`src/hdl/e2cdt_pkg.sv`:
```
`default_nettype none

package e2cdt_pkg;

   localparam int NUM_STAGES = 10;

   localparam int EPOCH_W  = 32;
   localparam int YEAR_W   = 12;
   localparam int MONTH_W  = 4;
   localparam int DAY_W    = 5;
   localparam int HOUR_W   = 5;
   localparam int MINUTE_W = 6;
   localparam int SECOND_W = 6;

   localparam int DAYS_W = 16;
   localparam int SOD_W  = 17;
   localparam int DOE_W  = 18;
   localparam int Z_W    = 20;
   localparam int MSOD_W = 12;
   localparam int YOE_W  = 9;
   localparam int DOY_W  = 9;
   localparam int MP_W   = 4;

   // 86400 = 675 << 7
   localparam int DAY_LO_BITS = 7;
   localparam int DAY_ODD     = 675;

   localparam int DAY_SHIFT         = 719468;
   localparam int DAYS_PER_ERA      = 146097;
   localparam int ERA_LAST_DAY      = 146096;
   localparam int DAYS_PER_CENTURY  = 36524;
   localparam int DAYS_PER_QUAD_M1  = 1460;
   localparam int DAYS_PER_YEAR     = 365;
   localparam int SECS_PER_HOUR     = 3600;
   localparam int SECS_PER_MIN      = 60;
   localparam int ERA_LOW           = 4;
   localparam int YEARS_PER_ERA     = 400;

   // rounded-up reciprocals, exact over the operand ranges in use
   localparam int SH_DAY  = 35;
   localparam int SH_1460 = 29;
   localparam int SH_3600 = 29;
   localparam int SH_365  = 28;
   localparam int SH_60   = 18;
   localparam int SH_100  = 16;
   localparam int SH_153  = 19;
   localparam int SH_5    = 14;

   localparam logic [25:0] RCP_DAY =
      26'(((64'd1 << SH_DAY) + 64'(DAY_ODD) - 64'd1) / 64'(DAY_ODD));
   localparam logic [18:0] RCP_1460 =
      19'(((64'd1 << SH_1460) + 64'(DAYS_PER_QUAD_M1) - 64'd1) / 64'(DAYS_PER_QUAD_M1));
   localparam logic [17:0] RCP_3600 =
      18'(((64'd1 << SH_3600) + 64'(SECS_PER_HOUR) - 64'd1) / 64'(SECS_PER_HOUR));
   localparam logic [19:0] RCP_365 =
      20'(((64'd1 << SH_365) + 64'(DAYS_PER_YEAR) - 64'd1) / 64'(DAYS_PER_YEAR));
   localparam logic [12:0] RCP_60 =
      13'(((64'd1 << SH_60) + 64'(SECS_PER_MIN) - 64'd1) / 64'(SECS_PER_MIN));
   localparam logic [9:0] RCP_100 =
      10'(((64'd1 << SH_100) + 64'd99) / 64'd100);
   localparam logic [11:0] RCP_153 =
      12'(((64'd1 << SH_153) + 64'd152) / 64'd153);
   localparam logic [11:0] RCP_5 =
      12'(((64'd1 << SH_5) + 64'd4) / 64'd5);

   typedef struct packed {
      logic [HOUR_W-1:0]   hour;
      logic [MINUTE_W-1:0] minute;
      logic [SECOND_W-1:0] second;
   } hms_type;

endpackage

`default_nettype wire

```
`src/hdl/epoch_to_civil_datetime_unit.sv`:
```
// an accepted item is registered through each stage in order before its result reaches the rsp channel
// throughput: one item per cycle while the output does not stall, through the ten-stage conversion pipeline
// stages advance independently, so bubbles collapse under a stalled output
// reset (synchronous, active high) clears every stage valid bit
`default_nettype none

module epoch_to_civil_datetime_unit
   import e2cdt_pkg::*;
(
   input  wire logic                clock,
   input  wire logic                reset,
   input  wire logic                req_valid,
   output logic                     req_stall,
   input  wire logic [EPOCH_W-1:0]  req_epoch_seconds,
   output logic                     rsp_valid,
   input  wire logic                rsp_stall,
   output logic [YEAR_W-1:0]        rsp_year,
   output logic [MONTH_W-1:0]       rsp_month,
   output logic [DAY_W-1:0]         rsp_day,
   output logic [HOUR_W-1:0]        rsp_hour,
   output logic [MINUTE_W-1:0]      rsp_minute,
   output logic [SECOND_W-1:0]      rsp_second
);

   logic [NUM_STAGES:1] valid_ff;
   logic [NUM_STAGES:1] adv;

   always_comb begin
      adv[NUM_STAGES] = !valid_ff[NUM_STAGES] || !rsp_stall;
      for (int k = NUM_STAGES - 1; k >= 1; k--) begin
         adv[k] = !valid_ff[k] || adv[k+1];
      end
   end

   assign req_stall = !adv[1];
   assign rsp_valid = valid_ff[NUM_STAGES];

   always_ff @(posedge clock) begin
      if (reset) begin
         valid_ff <= '0;
      end else begin
         if (adv[1]) begin
            valid_ff[1] <= req_valid;
         end
         for (int k = 2; k <= NUM_STAGES; k++) begin
            if (adv[k]) begin
               valid_ff[k] <= valid_ff[k-1];
            end
         end
      end
   end

   // stage 1: whole days
   logic [50:0]          s1_prod;
   logic [DAYS_W-1:0]    s1_days_in, s1_days_ff;
   logic [EPOCH_W-1:0]   s1_secs_ff;

   assign s1_prod    = 51'(req_epoch_seconds[EPOCH_W-1:DAY_LO_BITS]) * 51'(RCP_DAY);
   assign s1_days_in = s1_prod[SH_DAY +: DAYS_W];

   always_ff @(posedge clock) begin
      if (adv[1]) begin
         s1_days_ff <= s1_days_in;
         s1_secs_ff <= req_epoch_seconds;
      end
   end

   // stage 2: seconds of day, era and day of era
   logic [24:0]          s2_rem;
   logic [Z_W-1:0]       s2_z;
   logic                 s2_era5_in, s2_era5_ff;
   logic [SOD_W-1:0]     s2_sod_in, s2_sod_ff;
   logic [DOE_W-1:0]     s2_doe_in, s2_doe_ff;

   always_comb begin
      s2_rem     = s1_secs_ff[EPOCH_W-1:DAY_LO_BITS] - 25'(s1_days_ff) * 25'(DAY_ODD);
      s2_sod_in  = {s2_rem[SOD_W-DAY_LO_BITS-1:0], s1_secs_ff[DAY_LO_BITS-1:0]};
      s2_z       = Z_W'(s1_days_ff) + Z_W'(DAY_SHIFT);
      s2_era5_in = s2_z >= Z_W'((ERA_LOW + 1) * DAYS_PER_ERA);
      s2_doe_in  = s2_era5_in ? DOE_W'(s2_z - Z_W'((ERA_LOW + 1) * DAYS_PER_ERA))
                              : DOE_W'(s2_z - Z_W'(ERA_LOW * DAYS_PER_ERA));
   end

   always_ff @(posedge clock) begin
      if (adv[2]) begin
         s2_sod_ff  <= s2_sod_in;
         s2_doe_ff  <= s2_doe_in;
         s2_era5_ff <= s2_era5_in;
      end
   end

   // stage 3: leap corrections of the era, hour
   logic [36:0]          s3_qprod;
   logic [34:0]          s3_hprod;
   logic [6:0]           s3_quad_in, s3_quad_ff;
   logic [2:0]           s3_cent_in, s3_cent_ff;
   logic                 s3_last_in, s3_last_ff;
   logic [HOUR_W-1:0]    s3_hour_in, s3_hour_ff;
   logic [DOE_W-1:0]     s3_doe_ff;
   logic [SOD_W-1:0]     s3_sod_ff;
   logic                 s3_era5_ff;

   always_comb begin
      s3_qprod   = 37'(s2_doe_ff) * 37'(RCP_1460);
      s3_quad_in = s3_qprod[SH_1460 +: 7];
      s3_cent_in = 3'(s2_doe_ff >= DOE_W'(DAYS_PER_CENTURY))
                 + 3'(s2_doe_ff >= DOE_W'(2 * DAYS_PER_CENTURY))
                 + 3'(s2_doe_ff >= DOE_W'(3 * DAYS_PER_CENTURY))
                 + 3'(s2_doe_ff >= DOE_W'(4 * DAYS_PER_CENTURY));
      s3_last_in = s2_doe_ff >= DOE_W'(ERA_LAST_DAY);
      s3_hprod   = 35'(s2_sod_ff) * 35'(RCP_3600);
      s3_hour_in = s3_hprod[SH_3600 +: HOUR_W];
   end

   always_ff @(posedge clock) begin
      if (adv[3]) begin
         s3_quad_ff <= s3_quad_in;
         s3_cent_ff <= s3_cent_in;
         s3_last_ff <= s3_last_in;
         s3_hour_ff <= s3_hour_in;
         s3_doe_ff  <= s2_doe_ff;
         s3_sod_ff  <= s2_sod_ff;
         s3_era5_ff <= s2_era5_ff;
      end
   end

   // stage 4: corrected day of era, seconds of hour
   logic [DOE_W-1:0]     s4_t_in, s4_t_ff;
   logic [SOD_W-1:0]     s4_hsec;
   logic [MSOD_W-1:0]    s4_msod_in, s4_msod_ff;
   logic [DOE_W-1:0]     s4_doe_ff;
   logic                 s4_era5_ff;
   logic [HOUR_W-1:0]    s4_hour_ff;

   always_comb begin
      s4_t_in    = s3_doe_ff + DOE_W'(s3_cent_ff) - DOE_W'(s3_quad_ff) - DOE_W'(s3_last_ff);
      s4_hsec    = SOD_W'(s3_hour_ff) * SOD_W'(SECS_PER_HOUR);
      s4_msod_in = MSOD_W'(s3_sod_ff - s4_hsec);
   end

   always_ff @(posedge clock) begin
      if (adv[4]) begin
         s4_t_ff    <= s4_t_in;
         s4_msod_ff <= s4_msod_in;
         s4_doe_ff  <= s3_doe_ff;
         s4_era5_ff <= s3_era5_ff;
         s4_hour_ff <= s3_hour_ff;
      end
   end

   // stage 5: year of era, minute
   logic [37:0]          s5_yprod;
   logic [24:0]          s5_mprod;
   logic [YOE_W-1:0]     s5_yoe_in, s5_yoe_ff;
   logic [MINUTE_W-1:0]  s5_minute_in, s5_minute_ff;
   logic [MSOD_W-1:0]    s5_msod_ff;
   logic [DOE_W-1:0]     s5_doe_ff;
   logic                 s5_era5_ff;
   logic [HOUR_W-1:0]    s5_hour_ff;

   always_comb begin
      s5_yprod     = 38'(s4_t_ff) * 38'(RCP_365);
      s5_yoe_in    = s5_yprod[SH_365 +: YOE_W];
      s5_mprod     = 25'(s4_msod_ff) * 25'(RCP_60);
      s5_minute_in = s5_mprod[SH_60 +: MINUTE_W];
   end

   always_ff @(posedge clock) begin
      if (adv[5]) begin
         s5_yoe_ff    <= s5_yoe_in;
         s5_minute_ff <= s5_minute_in;
         s5_msod_ff   <= s4_msod_ff;
         s5_doe_ff    <= s4_doe_ff;
         s5_era5_ff   <= s4_era5_ff;
         s5_hour_ff   <= s4_hour_ff;
      end
   end

   // stage 6: days before the year of era, second
   logic [18:0]          s6_cprod;
   logic [1:0]           s6_c100_in, s6_c100_ff;
   logic [DOE_W-1:0]     s6_y365_in, s6_y365_ff;
   logic [MSOD_W-1:0]    s6_msec;
   hms_type              s6_time_in, s6_time_ff;
   logic [YOE_W-1:0]     s6_yoe_ff;
   logic [DOE_W-1:0]     s6_doe_ff;
   logic                 s6_era5_ff;

   always_comb begin
      s6_cprod          = 19'(s5_yoe_ff) * 19'(RCP_100);
      s6_c100_in        = s6_cprod[SH_100 +: 2];
      s6_y365_in        = DOE_W'(s5_yoe_ff) * DOE_W'(DAYS_PER_YEAR);
      s6_msec           = MSOD_W'(s5_minute_ff) * MSOD_W'(SECS_PER_MIN);
      s6_time_in.hour   = s5_hour_ff;
      s6_time_in.minute = s5_minute_ff;
      s6_time_in.second = SECOND_W'(s5_msod_ff - s6_msec);
   end

   always_ff @(posedge clock) begin
      if (adv[6]) begin
         s6_c100_ff <= s6_c100_in;
         s6_y365_ff <= s6_y365_in;
         s6_time_ff <= s6_time_in;
         s6_yoe_ff  <= s5_yoe_ff;
         s6_doe_ff  <= s5_doe_ff;
         s6_era5_ff <= s5_era5_ff;
      end
   end

   // stage 7: day of March-based year
   logic [18:0]          s7_before;
   logic [DOY_W-1:0]     s7_doy_in, s7_doy_ff;
   hms_type              s7_time_ff;
   logic [YOE_W-1:0]     s7_yoe_ff;
   logic                 s7_era5_ff;

   always_comb begin
      s7_before = 19'(s6_y365_ff) + 19'(s6_yoe_ff >> 2) - 19'(s6_c100_ff);
      s7_doy_in = DOY_W'(19'(s6_doe_ff) - s7_before);
   end

   always_ff @(posedge clock) begin
      if (adv[7]) begin
         s7_doy_ff  <= s7_doy_in;
         s7_time_ff <= s6_time_ff;
         s7_yoe_ff  <= s6_yoe_ff;
         s7_era5_ff <= s6_era5_ff;
      end
   end

   // stage 8: March-based month
   logic [10:0]          s8_num;
   logic [22:0]          s8_prod;
   logic [MP_W-1:0]      s8_mp_in, s8_mp_ff;
   logic [DOY_W-1:0]     s8_doy_ff;
   hms_type              s8_time_ff;
   logic [YOE_W-1:0]     s8_yoe_ff;
   logic                 s8_era5_ff;

   always_comb begin
      s8_num   = 11'(s7_doy_ff) * 11'd5 + 11'd2;
      s8_prod  = 23'(s8_num) * 23'(RCP_153);
      s8_mp_in = s8_prod[SH_153 +: MP_W];
   end

   always_ff @(posedge clock) begin
      if (adv[8]) begin
         s8_mp_ff   <= s8_mp_in;
         s8_doy_ff  <= s7_doy_ff;
         s8_time_ff <= s7_time_ff;
         s8_yoe_ff  <= s7_yoe_ff;
         s8_era5_ff <= s7_era5_ff;
      end
   end

   // stage 9: days before the month, scaled by five
   logic [10:0]          s9_p_in, s9_p_ff;
   logic [MP_W-1:0]      s9_mp_ff;
   logic [DOY_W-1:0]     s9_doy_ff;
   hms_type              s9_time_ff;
   logic [YOE_W-1:0]     s9_yoe_ff;
   logic                 s9_era5_ff;

   assign s9_p_in = 11'(s8_mp_ff) * 11'd153 + 11'd2;

   always_ff @(posedge clock) begin
      if (adv[9]) begin
         s9_p_ff    <= s9_p_in;
         s9_mp_ff   <= s8_mp_ff;
         s9_doy_ff  <= s8_doy_ff;
         s9_time_ff <= s8_time_ff;
         s9_yoe_ff  <= s8_yoe_ff;
         s9_era5_ff <= s8_era5_ff;
      end
   end

   // stage 10: calendar fields
   logic [22:0]          s10_prod;
   logic [DOY_W-1:0]     s10_mstart;
   logic [MONTH_W-1:0]   s10_month_in;
   logic [DAY_W-1:0]     s10_day_in;
   logic [YEAR_W-1:0]    s10_year_in;
   logic [YEAR_W-1:0]    s10_era_year;

   always_comb begin
      s10_prod     = 23'(s9_p_ff) * 23'(RCP_5);
      s10_mstart   = s10_prod[SH_5 +: DOY_W];
      s10_day_in   = DAY_W'(s9_doy_ff - s10_mstart + DOY_W'(1));
      s10_month_in = (s9_mp_ff < MP_W'(10)) ? MONTH_W'(s9_mp_ff + MP_W'(3))
                                            : MONTH_W'(s9_mp_ff - MP_W'(9));
      s10_era_year = s9_era5_ff ? YEAR_W'((ERA_LOW + 1) * YEARS_PER_ERA)
                                : YEAR_W'(ERA_LOW * YEARS_PER_ERA);
      s10_year_in  = YEAR_W'(s9_yoe_ff) + s10_era_year
                   + YEAR_W'(s10_month_in <= MONTH_W'(2));
   end

   logic [YEAR_W-1:0]    rsp_year_ff;
   logic [MONTH_W-1:0]   rsp_month_ff;
   logic [DAY_W-1:0]     rsp_day_ff;
   hms_type              rsp_time_ff;

   always_ff @(posedge clock) begin
      if (adv[10]) begin
         rsp_year_ff  <= s10_year_in;
         rsp_month_ff <= s10_month_in;
         rsp_day_ff   <= s10_day_in;
         rsp_time_ff  <= s9_time_ff;
      end
   end

   assign rsp_year   = rsp_year_ff;
   assign rsp_month  = rsp_month_ff;
   assign rsp_day    = rsp_day_ff;
   assign rsp_hour   = rsp_time_ff.hour;
   assign rsp_minute = rsp_time_ff.minute;
   assign rsp_second = rsp_time_ff.second;

endmodule

`default_nettype wire

```
`config.mk`:
```
export PLATFORM = sky130hd
export DESIGN_NAME = epoch_to_civil_datetime_unit
export DESIGN_NICKNAME = d
export VERILOG_FILES = /design/src/hdl/e2cdt_pkg.sv /design/src/hdl/epoch_to_civil_datetime_unit.sv
export SDC_FILE = /design/constraint.sdc
export NUM_CORES = 2
export LEC_CHECK = 0
export BUFFER_PORTS_ARGS = -buffer_cell sky130_fd_sc_hd__buf_2
export CORE_ASPECT_RATIO = 0.7
export CORE_MARGIN = 2
export CORE_UTILIZATION = 25
export CTS_CLUSTER_DIAMETER = 80
export DETAILED_ROUTE_END_ITERATION = 8
export PLACE_DENSITY = 0.45
export SLEW_MARGIN = 10
export SYNTH_ARGS = -nofsm -noshare
export SYNTH_HDL_FRONTEND = slang
export SYNTH_SLANG_ARGS = --single-unit
```
`constraint.sdc`:
```
create_clock -name clock -period 6.79 [get_ports clock]
set_clock_uncertainty 0.1 [all_clocks]
set_input_delay 0.679 -clock clock [delete_from_list [all_inputs] [get_ports clock]]
set_output_delay 0.679 -clock clock [all_outputs]
set_load 0.05 [all_outputs]
```
After elaboration in Yosys (flattened, before gate mapping)
Cells that the tools add are included.
{"block": "word_totals", "reg_bits": 411, "output_inout_bits": 40, "wordCells": 137}
{"block": "classes", "muxes": 3, "addsub": 23, "n_reduce_logical": 22, "multipliers": 14, "order_cmp": 7}
{"operator": "multiplier 18 x 16 -> 33 bit (second input constant)", "count": 2}
{"operator": "multiplier 25 x 26 -> 51 bit (second input constant)", "count": 1}
{"operator": ">= comparator 18 x 17 -> 1 bit (second input constant)", "count": 2}
{"operator": "multiplier 17 x 18 -> 34 bit (second input constant)", "count": 1}
{"operator": "multiplier 11 x 12 -> 23 bit (second input constant)", "count": 1}
{"operator": "multiplier 12 x 12 -> 23 bit (second input constant)", "count": 1}
{"operator": "adder 11 x 2 -> 11 bit (second input constant)", "count": 2}
{"operator": "adder 16 x 20 -> 20 bit (second input constant)", "count": 1}
{"operator": ">= comparator 20 bit (second input constant)", "count": 1}
{"operator": "multiplier 11 x 12 -> 19 bit (second input constant)", "count": 1}
{"operator": "adder 18 x 3 -> 18 bit", "count": 1}
{"operator": ">= comparator 18 x 16 -> 1 bit (second input constant)", "count": 1}
{"operator": ">= comparator 18 bit (second input constant)", "count": 1}
{"operator": "2-to-1 mux 18 bit", "count": 1}
{"operator": "subtractor 18 x 1 -> 18 bit", "count": 1}
{"operator": "subtractor 18 x 16 -> 18 bit (second input constant)", "count": 1}
{"operator": "subtractor 18 bit (second input constant)", "count": 1}
{"operator": "subtractor 18 x 7 -> 18 bit", "count": 1}
{"operator": "multiplier 16 x 10 -> 10 bit (second input constant)", "count": 1}
{"operator": "multiplier 9 x 6 -> 14 bit (second input constant)", "count": 1}
{"operator": "adder 12 x 1 -> 12 bit", "count": 1}
{"operator": "adder 9 x 11 -> 12 bit", "count": 1}
{"operator": "logical NOT 1 bit", "count": 12}
{"operator": "subtractor 12 bit", "count": 1}
{"operator": "other kinds (22)", "count": 31}

Logic depth before layout (Yosys ltp)
{"block": "logic_depth", "ltp_word": 12, "depth_mapped": 30}

Least setup slack after synthesis
OpenSTA, ideal clock, no wires.
{"block": "synth_timing", "path_kind": "reg-to-reg", "start": "reg s7_doy_ff[1]", "end": "reg s8_mp_ff[3] (data pin)", "path_buffers": 0, "arrival_time_ns": 6.425, "setup_slack_ns": 0.005, "stages_incl_launch_ff": 29, "setup_time_ns": 0.260, "required_ns": 6.430, "cell_sequence": "edfxtp_1 ha_1 ha_1 o211a_1 o21a_1 o21a_1 o21a_1 o21ai_0 nand2b_1 a21oi_1 xnor2_1 inv_1 ha_1 ha_1 or2_2 fa_1 inv_1 fa_1 fa_1 inv_1 ha_1 a21o_1 a2111oi_0 nand2_1 o211a_1 nor3_1 o21bai_1 a21oi_1 xnor2_1"}
{"block": "synth_via", "elab_chain_len": 3}
{"element": "start, declared", "line_no": "epoch_to_civil_datetime_unit.sv:212", "text": "logic [DOY_W-1:0] s7_doy_in, s7_doy_ff;"}
{"element": "start signal, assigned", "line_no": "epoch_to_civil_datetime_unit.sv:224", "text": "s7_doy_ff <= s7_doy_in;"}
{"element": "multiplier 9 x 3 -> 11 bit", "line_no": "epoch_to_civil_datetime_unit.sv:241", "text": "s8_num = 11'(s7_doy_ff) * 11'd5 + 11'd2;"}
{"element": "adder 11 x 2 -> 11 bit", "line_no": "epoch_to_civil_datetime_unit.sv:241"}
{"element": "multiplier 11 x 12 -> 23 bit", "line_no": "epoch_to_civil_datetime_unit.sv:242", "text": "s8_prod = 23'(s8_num) * 23'(RCP_153);"}
{"element": "named net s8_prod[22]", "line_no": "epoch_to_civil_datetime_unit.sv:233", "text": "logic [22:0] s8_prod;"}
{"element": "end signal, assigned", "line_no": "epoch_to_civil_datetime_unit.sv:248", "text": "s8_mp_ff <= s8_mp_in;"}
{"element": "end, declared", "line_no": "epoch_to_civil_datetime_unit.sv:234", "text": "logic [MP_W-1:0] s8_mp_in, s8_mp_ff;"}
The timed path passes the listed nets, and every way through them passes these cells.
A chain may end at the register's enable or synchronous reset.

Worst setup path in the final report
Same ends and word-level chain as after synthesis.

==> flow_summary.ini <==
[placed_design]
portBuffers = 75
pre_cts_ws_ps = -394
dp.cells = 6842
place.gp.congestion = 0.839
place_hpwl_um = 89900

[critical_path]
max_stage_delay_ps = 540
critPathBufInv = 4
cp.arrival_ps = 6870
cpLargestDelayFamily = adder cells
criticalPathCategory = reg -> reg
cpMaxStageDelayCell = fa_1
cp.required_ps = 7050
start_kind = register
crit_fanout = 2
crit_path_end_kind = register

[grt]
gr-usage-all-layers_pct = 11.0
grt_use_met3_pct = 1.62
grt.met2_usage_pct = 15.9
grt_pass1_vias = 29800
antenna_found_initial = 2
grtUsageMet1_pct = 17.3
grt_pass1_wl_um = 170000
gr-max-usage-layer = met1
gr-total-overflow = 0
grt_start_max_net_pins = 48

[floorplanning]
core_um2 = 190000
dieArea_um2 = 194000
start_util_pct = 25.1
row_count = 134
die-width_um = 526
fp.dieH_um = 370
io_pins = 76

[logic_synthesis]
synthesis.instances = 4095
avgSynthCellArea_um2 = 11.7
synth_fp_nets = 5828
ys_ff_latch = 409
synth_cell_types = 71
netlist_area_um2 = 47700
synthFlopType = edfxtp_1
yosysWarnings = 0
synth_edf_count = 399
yosysTopAreaCellShare_pct = 29.4
ys_seq_area_share_pct = 25.5
synth.area.top_cells = ha_1, edfxtp_1, fa_1, inv_1, xnor2_1
synth-async-reset-ratio_pct = 0
synth_largest_area_cell = ha_1

[run_status]
outcome = completed

[drt]
routed_wl_um = 105000
drt_pass1_iterations = 5
viasPerCell = 4.00
drcViolationCount = 0
drt-wirelength-per-cell_um = 15.1
ant_nets = 0
drt_iter0_markers = 1148
routed-via-count = 27700

[timing]
finalHoldViolCount = 0
worst_slew_pin_slew_ps = 1090
fin_crit_ps = 6610
finalCritPeriodShare_pct = 97.3
relSlewSlack_pct = 26.8
drv_slew = 0
finalSetupViolCount = 0
rsz0062_at_grt = yes
achievable-frequency_mhz = 151
setup_ws_ps = 180

[clock_network]
ctsRootBufferMaster = clkbuf_16
clk_latency_ps = 620
cts.path.max_buffers = 3
cts_made_buffers = 49
ctsHtreeMaxLevel = 2
clkSinkCount = 409
hold_buffers = 0
cts_tree = yes
cts.reportedPaths.clkPinSlew_ps = 60

[cells_and_area]
multi_input_comb_area_um2 = 31800
fill_cells = 19800
drive_gt1_share_pct = 8.87
fin_util_pct = 28.6
diodes = 0
layout.cells.non_filler = 6937
syn_to_final_growth_pct = 14.1
nets = 6118
seq_area_um2 = 12200

[worst_hold_path]
hold_path.class = in -> reg

[flow_run]
maxCapViolations = 0
## routing by layer
metal | vias to the layer above | share of wire, %
met5 | - | 0
li1 | 14000 | -
met3 | 87 | 3.5
met1 | 13400 | 55
met2 | 290 | 40
met4 | 0 | 1.4
## final timing paths
path                              from            end  slack [ps]  cells after the start
hold / removal    req_epoch_seconds[5]  s1_secs_ff[5]         150                      1
setup / recovery          s7_doy_ff[1]    s8_mp_ff[3]         180                     28
hold reg to reg           s7_yoe_ff[5]   s8_yoe_ff[5]         310                      0
setup reg to reg          s7_doy_ff[1]    s8_mp_ff[3]         180                     28
## cell type report
type / instances / share of cell area, %
Multi-Input combinational cell: 2622 / 58.3
Sequential cell: 409 / 22.4
Inverter: 1056 / 7.28
Tap cell: 2516 / 5.78
Timing Repair Buffer: 247 / 3.14
Clock buffer: 59 / 2.41
Clock inverter: 28 / 0.687
## registers in the layout (all words and copies together), names as in the netlist, 12 cells and up
| signal | count |
|---|---|
| s3_sod_ff | 12 |
| s4_t_ff | 18 |
| s1_secs_ff | 17 |
| s6_time_ff | 17 |
| s7_time_ff | 17 |
| rsp_year | 12 |
| s8_time_ff | 17 |
| s3_doe_ff | 18 |
| s1_days_ff | 16 |
| s2_sod_ff | 17 |
| s9_time_ff | 17 |
| s4_msod_ff | 12 |
| s2_doe_ff | 18 |
## synth_stat cells (6+ instances only)
library cell,number
nor2_1,90
nand2_1,82
o21bai_1,18
nor2b_1,17
a21boi_0,6
edfxtp_1,399
a21o_1,66
mux2i_1,9
o21ai_1,6
and2_1,6
inv_1,1055
o21a_1,23
o21ai_0,62
xor2_1,44
a211oi_1,11
dfxtp_1,10
nor3_1,29
ha_1,1123
and3_1,16
a31oi_1,15
fa_1,574
nand4_1,19
a21oi_1,126
or2_2,7
nand3_1,18
or3_1,7
xnor2_1,152
nand2b_1,17
## metrics by stage
step | TNS, ps | hold WS, ps | cell area [um^2]
finish | 0 | 147 | 54500
global route | -231 | 99.6 | 54500
CTS | 0 | 89.5 | 54200
detailed placement | -2600 | 305 | 52500
global placement | -2120 | 301 | 52500
floorplan | 0 | 300 | 47700
## cells by family (layout without fill, tap and decap cells)
| family | Yosys count | in the layout | share of synthesized area, % |
|---|---|---|---|
| compound gates | 391 | 391 | 5.35 |
| buf+inv | 1064 | 1390 | 8.41 |
| simple gates | 328 | 328 | 3.36 |
| xor+xnor | 197 | 197 | 3.63 |
| flops | 409 | 409 | 25.5 |
| mux | 9 | 9 | 0.189 |
| fa+ha+maj | 1697 | 1697 | 53.5 |
## repair_timing
action | 4_1_cts | 5_1_grt
buffers inserted | 1 | 7
pin swaps | 16 | 36
endpoints found under the setup margin | 4 | 8
resized for setup | 10 | 32
## worst reg2reg max path: cells and delay by family (launching register included)
kind | cells | cell delay (ps)
AO/OA/AOI/OAI | 11 | 2130
XOR/XNOR | 2 | 150
adder cells (fa/ha/maj) | 8 | 2790
buffers and inverters | 4 | 390
flip-flops | 1 | 430
AND/OR/NAND/NOR | 3 | 360
## placed cells by master, fill, tap and decap left out, types with 19 or more instances in the layout
cell type | Yosys | layout
a21o_1 | 66 | 65
clkbuf_16 | 0 | 49
buf_2 | 3 | 75
edfxtp_1 | 399 | 399
ha_1 | 1123 | 1113
o21ai_0 | 62 | 61
nand2_1 | 82 | 79
nor3_1 | 29 | 28
nand4_1 | 19 | 19
xor2_1 | 44 | 42
nor2_1 | 90 | 90
o21a_1 | 23 | 23
a21oi_1 | 126 | 124
inv_1 | 1055 | 1049
fa_1 | 574 | 570
buf_4 | 2 | 168
xnor2_1 | 152 | 151
Power is left out: the tool's default activity adds up to more than one toggle a clock period on the data nets, which glitch-free logic cannot reach.
